`config.mk`:
```
export PLATFORM = sky130hd
export DESIGN_NAME = qvr_sat
export DESIGN_NICKNAME = d
export VERILOG_FILES = /design/src/rtl/core/quaternion_vector_rotation_top_defines.svh /design/src/rtl/core/qvr_pkg.sv /design/src/rtl/core/qvr_sat.sv
export SDC_FILE = /design/constraint.sdc
export NUM_CORES = 1
export LEC_CHECK = 0
export BUFFER_PORTS_ARGS = -buffer_cell sky130_fd_sc_hd__buf_4
export CORE_ASPECT_RATIO = 0.8
export CORE_UTILIZATION = 32
export CTS_CLUSTER_SIZE = 40
export DETAILED_ROUTE_END_ITERATION = 12
export PLACE_DENSITY = 0.76
export SETUP_SLACK_MARGIN = 0.2
export SLEW_MARGIN = 20
export SYNTH_ARGS = -nofsm -noshare
export SYNTH_HDL_FRONTEND = slang
export SYNTH_SLANG_ARGS = --single-unit
```
`constraint.sdc`:
```
create_clock -name i_clk -period 1.2 [get_ports i_clk]
set_clock_uncertainty 0.1 [all_clocks]
set_input_delay 0.18 -clock i_clk [delete_from_list [all_inputs] [get_ports i_clk]]
set_output_delay 0.18 -clock i_clk [all_outputs]
set_load 0.05 [all_outputs]
```
`src/rtl/core/quaternion_vector_rotation_top_defines.svh`:
```
// Assertion macros for the quaternion rotation core.
// Used by modules that hold concurrent checks; expects i_clk and i_rst_n in scope.
`ifndef QUATERNION_VECTOR_ROTATION_TOP_DEFINES_SVH
`define QUATERNION_VECTOR_ROTATION_TOP_DEFINES_SVH

// Implication check, disabled while reset is asserted.
`define QVR_ASSERT_IMP(lbl, ante, cons, msg) \
    lbl: assert property (@(posedge i_clk) disable iff (!i_rst_n) (ante) |-> (cons)) \
        else $error(msg);

// Check on the cycle after reset is seen low.
`define QVR_ASSERT_RST(lbl, cons, msg) \
    lbl: assert property (@(posedge i_clk) (!i_rst_n) |=> (cons)) \
        else $error(msg);

`endif

```
`src/rtl/core/qvr_pkg.sv`:
```
// Shared types and constants for the quaternion rotation pipeline.
// No dependencies; every module of the core imports this package.
package qvr_pkg;

    // Component width and the widths that follow from it.
    localparam int COMP_W = 16;
    localparam int PROD_W = 2 * COMP_W;
    localparam int COEF_W = 2 * COMP_W + 2;
    localparam int MUL_W  = COEF_W + COMP_W;
    localparam int SUM_W  = MUL_W + 2;
    localparam int FRAC_W = 2 * COMP_W - 2;
    localparam int RND_W  = SUM_W - FRAC_W;

    localparam logic signed [COMP_W-1:0] COMP_MAX = {1'b0, {(COMP_W-1){1'b1}}};
    localparam logic signed [COMP_W-1:0] COMP_MIN = {1'b1, {(COMP_W-1){1'b0}}};

    // Rotation direction codes.
    localparam logic REQ_CONJ_FIRST = 1'b0;
    localparam logic REQ_CONJ_LAST  = 1'b1;

    typedef logic signed [COMP_W-1:0] t_comp;
    typedef logic signed [PROD_W-1:0] t_prod;
    typedef logic signed [COEF_W-1:0] t_coef;
    typedef logic signed [SUM_W-1:0]  t_sum;

    typedef struct packed {
        logic                      req_type;
        logic signed [COMP_W-1:0]  q_w;
        logic signed [COMP_W-1:0]  q_x;
        logic signed [COMP_W-1:0]  q_y;
        logic signed [COMP_W-1:0]  q_z;
        logic signed [COMP_W-1:0]  v_x;
        logic signed [COMP_W-1:0]  v_y;
        logic signed [COMP_W-1:0]  v_z;
    } t_in_word;

    typedef struct packed {
        logic signed [COMP_W-1:0]  r_x;
        logic signed [COMP_W-1:0]  r_y;
        logic signed [COMP_W-1:0]  r_z;
        logic                      saturated;
    } t_out_word;

endpackage

```
`src/rtl/core/qvr_sat.sv`:
```
// Stage five: drop the fraction bits, clamp each component and flag any clamp.
// Depends on qvr_pkg; its registers are the output word of the core.
module qvr_sat (
    input  logic               i_clk,
    input  logic               i_rst_n,
    input  logic               i_en,
    input  logic               i_valid,
    input  qvr_pkg::t_sum      i_sum [3],
    output logic               o_valid,
    output qvr_pkg::t_out_word o_word
);
    import qvr_pkg::*;

    localparam logic signed [RND_W-1:0] RND_MAX = RND_W'(COMP_MAX);
    localparam logic signed [RND_W-1:0] RND_MIN = RND_W'(COMP_MIN);

    logic                    r_vld5;
    t_out_word               r_word;
    t_out_word               n_word;
    logic signed [RND_W-1:0] c_rnd [3];
    t_comp                   c_clip [3];
    logic [2:0]              c_hit;

    // Floor division by the fraction scale is the top slice of the sum.
    always_comb begin
        for (int i = 0; i < 3; i++) begin
            c_rnd[i] = i_sum[i][SUM_W-1:FRAC_W];
            if (c_rnd[i] > RND_MAX) begin
                c_clip[i] = COMP_MAX;
                c_hit[i]  = 1'b1;
            end else if (c_rnd[i] < RND_MIN) begin
                c_clip[i] = COMP_MIN;
                c_hit[i]  = 1'b1;
            end else begin
                c_clip[i] = c_rnd[i][COMP_W-1:0];
                c_hit[i]  = 1'b0;
            end
        end
        n_word.r_x       = c_clip[0];
        n_word.r_y       = c_clip[1];
        n_word.r_z       = c_clip[2];
        n_word.saturated = |c_hit;
    end

    always_ff @(posedge i_clk) begin
        if (!i_rst_n) begin
            r_vld5 <= 1'b0;
        end else if (i_en) begin
            r_vld5 <= i_valid;
        end
    end

    always_ff @(posedge i_clk) begin
        if (i_en) begin
            r_word <= n_word;
        end
    end

    assign o_valid = r_vld5;
    assign o_word  = r_word;

endmodule

```
; Word level (Yosys, flattened, before mapping)
; Cells that the tools add are included.
[totals]
input_bits = 160
ff_bits = 50
output_inout_bits = 50
elab_cells = 21
[op_classes]
magnitude_cmp = 6
n_reduce_logical = 1
n_mux = 9
[ops]
columns = op, n
row1 = > comparator 22 x 16 -> 1 bit (second input constant), 3
row2 = < comparator 22 x 16 -> 1 bit (second input constant), 3
row3 = 2-to-1 mux 16 bit, 3
row4 = 2-to-1 mux 1 bit, 6
row5 = OR reduction 3 bit, 1

; Logic depth before layout (Yosys ltp)
[depth]
word_depth = 4
depth_mapped = 4
ltp_nobuf = 4

; Worst setup path before layout
; OpenSTA, ideal clock, no wires.
[synth_path]
path_type = input-to-reg
start = input i_sum[50] in the netlist's numbering
end = register r_word (netlist bit o_word[14]) (data pin)
arrival_ns = 0.893
t_required_ns = 0.846
setup_time_ns = 0.254
path_stages = 4
slack_ns = -0.047
path_buffers = 1
cell_sequence = nor4_2 -> a21oi_2 -> buf_6 -> o21a_1
[synth_between]
elab_chain_len = 2
word_cells_on_any_way = 3
cone_classes = order compare (2) / mux (1)
[synth_rtl]
columns = item, line_no
row1 = start: declaration, qvr_sat.sv:8  ; input qvr_pkg::t_sum i_sum [3],
row2 = < comparator 22 x 16 -> 1 bit, qvr_sat.sv:31  ; end else if (c_rnd[i] < RND_MIN) begin
row3 = 2-to-1 mux 16 bit, qvr_sat.sv:31
row4 = end signal: assignment, qvr_sat.sv:55  ; r_word <= n_word;
row5 = end: declaration, qvr_sat.sv:18  ; t_out_word r_word;
; Several ways; a longest one is shown, not always the timed one.
; A chain may end at the register's enable or synchronous reset.

; Worst setup path in the final report
[layout_path]
start = register r_word (netlist bit o_word[2])
end = output o_word[2] in the netlist's numbering
[layout_rtl]
columns = item, line_no
row1 = end: declaration, qvr_sat.sv:10  ; output qvr_pkg::t_out_word o_word
; No word-level cell between the ends.

==> impl_metrics.py <==
metrics = {
    "floorplanning": {
        "dieWidth_microns": 91.8,
        "initial_utilization_pct": 34.0,
        "num_rows": 25,
        "io-pin-count": 210,
        "die_y_microns": 73.9,
        "coreArea_sq_um": 6070,
        "dieArea_sq_um": 6780,
    },
    "critical_path": {
        "crit_buf_inv": 1,
        "timing.critical_path.slowest_cell_delay_ns": 0.43,
        "critPathKind": "reg -> out",
        "cp.required_ns": 0.92,
        "arrival_ns": 0.91,
        "setup.worst_path.start_class": "flop",
        "crit_chain": "buf_6",
        "slowest_stage": "edfxtp_1",
        "end_kind": "primary output",
        "crit_family": "flip-flops",
        "critPathMaxFanout": 1,
    },
    "clock_tree": {
        "cts_tree": "built",
        "cts_root_buf": "clkbuf_8",
        "worstSkewPairLatency_ns": 0.30,
        "clockBufferDepth": 2,
        "clock-sinks": 50,
        "numCtsBuffers": 5,
        "ctsHtreeMaxLevel": 2,
        "clk_pin_slew_worst_paths_ns": 0.09,
    },
    "synthesis": {
        "syn_inst": 127,
        "yosys_register_bits": 50,
        "synth.area.top_cells": "edfxtp_1, a21o_1, o21a_1, nor4_2, buf_6",
        "synth.net_count": 287,
        "syn-cell-area_sq_um": 2070,
        "yosys_warnings": 0,
        "postSynthAreaPerCell_sq_um": 16.3,
        "ys_seq_area_share_pct": 72.2,
        "synth_cell_types": 16,
        "synth_area_leader_cell": "edfxtp_1",
        "synth_top_area_share_pct": 71.2,
    },
    "global_route": {
        "grt_pass1_vias": 1679,
        "grt_usage_pct": 16.6,
        "grt_max_degree": 29,
        "grt_pass1_wl_microns": 8310,
        "antenna_found_initial": 0,
        "grt_overflow_total": 0,
    },
    "timing": {
        "min_period_ns": 1.19,
        "setup_viol": 0,
        "maxSlewViolCount": 0,
        "fin_crit_sh_pct": 99.1,
        "tightest_slew_ns": 0.318,
        "relSlewSlack_pct": 78.8,
        "fmax_ghz": 0.841,
        "finalHoldViolations": 0,
        "fin_tns_setup_ns": 0,
        "rsz0062_at_grt": "true",
    },
    "finish": {
        "syn2layout_area_growth_pct": 73.3,
        "multi_input_area_sq_um": 577,
        "diodes": 0,
        "nets": 423,
        "fillers": 520,
        "layout_commonest_cell": "buf_4",
        "stdcell_area_sq_um": 3580,
        "register_area_sq_um": 1490,
        "drive_above_1_share_pct": 58.7,
        "final_cell_mix": "buf_4, buf_6, edfxtp_1",
    },
    "worst_hold_path": {
        "hp-class": "in -> reg",
    },
    "detailed_routing": {
        "drt_iter0_drc": 53,
        "antenna_left": 0,
        "routed_wl_microns": 5470,
        "drcViolationCount": 0,
        "drt-vias-per-instance": 4.71,
        "post_drt_wl_per_cell_microns": 15.9,
        "dr.pass1.iters": 4,
        "vias": 1624,
    },
    "pwr": {
        "pwr-share-seq_pct": 48.4,
        "p_leak_nw": 1.56,
        "powerDensity_nw_per_um2": 1250,
        "p_sw_w": 0.00139,
        "p_int_w": 0.00307,
        "vdd_drop_max_uv": 607,
        "power_frac_clock_pct": 21.5,
        "swShare_pct": 31.2,
        "pwr-share-comb_pct": 30.1,
        "total_power_w": 0.00446,
    },
    "placement": {
        "dp_hpwl_microns": 3970,
        "io_buffers": 119,
        "place_congestion": 0.644,
        "postPlaceCellArea_sq_um": 3140,
    },
    "job": {
        "cap_violations": 0,
    },
    "status": {
        "status": "finished, final reports clean",
    },
}
==> state kept, by name, indices dropped and copies added, names as in the netlist <==
name	cells
o_word	49
o_valid	1
==> routing by layer <==
metal	wire length (microns)	GRT usage, %	vias up
met5	0	0	-
met4	91	5.73	0
met3	489	5.18	6
met2	2740	28.5	79
met1	2150	19.9	773
li1	-	-	766
==> timing repair <==
item / 4_1_cts / 5_1_grt
endpoints found under the setup margin: 95 / 96
hold buffers: 2 / 0
buffers inserted: 2 / 0
endpoints found under the hold margin: 2 / 0
gates resized for setup: 67 / 8
pin swaps: 11 / 4
gates cloned: 3 / 0
==> stage by stage <==
step / worst slack, ns / instances / util [%] / hold WS, ns
finish: 0.0105 / 345 / 59.0 / 0.0110
global route: -0.0124 / 345 / 59.0 / 0.00178
CTS: 0.00695 / 345 / 58.6 / 0.00375
detailed placement: -0.208 / 330 / 51.7 / 0.290
global placement: -0.171 / 330 / 51.7 / 0.290
floorplan: -0.0153 / 127 / - / 0.192
==> cell families (layout without fill, tap and decap cells) <==
logic type | Yosys count | in the layout | share of synthesized area (%)
compound gates | 51 | 52 | 18.9
flops | 50 | 50 | 72.2
buf+inv | 9 | 145 | 3.27
mux | 1 | 1 | 0.485
simple gates | 16 | 16 | 5.15
==> power groups by stage <==
stage | clock network (W) | logic (W) | registers (W)
2_1_floorplan | 0 | 0.000162 | 0.00270
3_3_place_gp | 0 | 0.00119 | 0.00217
3_5_place_dp | 0 | 0.00121 | 0.00217
4_1_cts | 0.000995 | 0.00135 | 0.00216
5_1_grt | 0.00105 | 0.00141 | 0.00217
6_report | 0.000959 | 0.00134 | 0.00216
==> cell usage after synthesis <==
cell	count
clkbuf_1	3
edfxtp_1	49
buf_4	3
nand4_1	3
nor2_1	3
dfxtp_1	1
o21ai_2	3
a21oi_2	3
buf_6	3
a21o_1	30
nand4b_1	1
o21a_1	15
nand2_1	3
nor2b_1	3
nor4_2	3
mux2i_1	1
==> worst paths after layout <==
check / start / to / slack, ns / depth (start not counted)
worst min-delay path: i_sum[51] / o_word[16] / 0.01 / 1
worst min register to register: o_valid / o_valid / 0.45 / 2
worst max-delay path: o_word[2] / o_word[2] / 0.01 / 1
worst max register to register: o_valid / o_valid / 0.47 / 2
==> cell type report <==
class | count | area share (%)
clock buffer | 6 | 2.03
sequential | 50 | 41.7
multi-input combinational | 69 | 16.1
clock inverter | 2 | 0.384
tap | 81 | 2.83
timing repair buffer | 137 | 37.0
(Power assumes the default switching activity.)
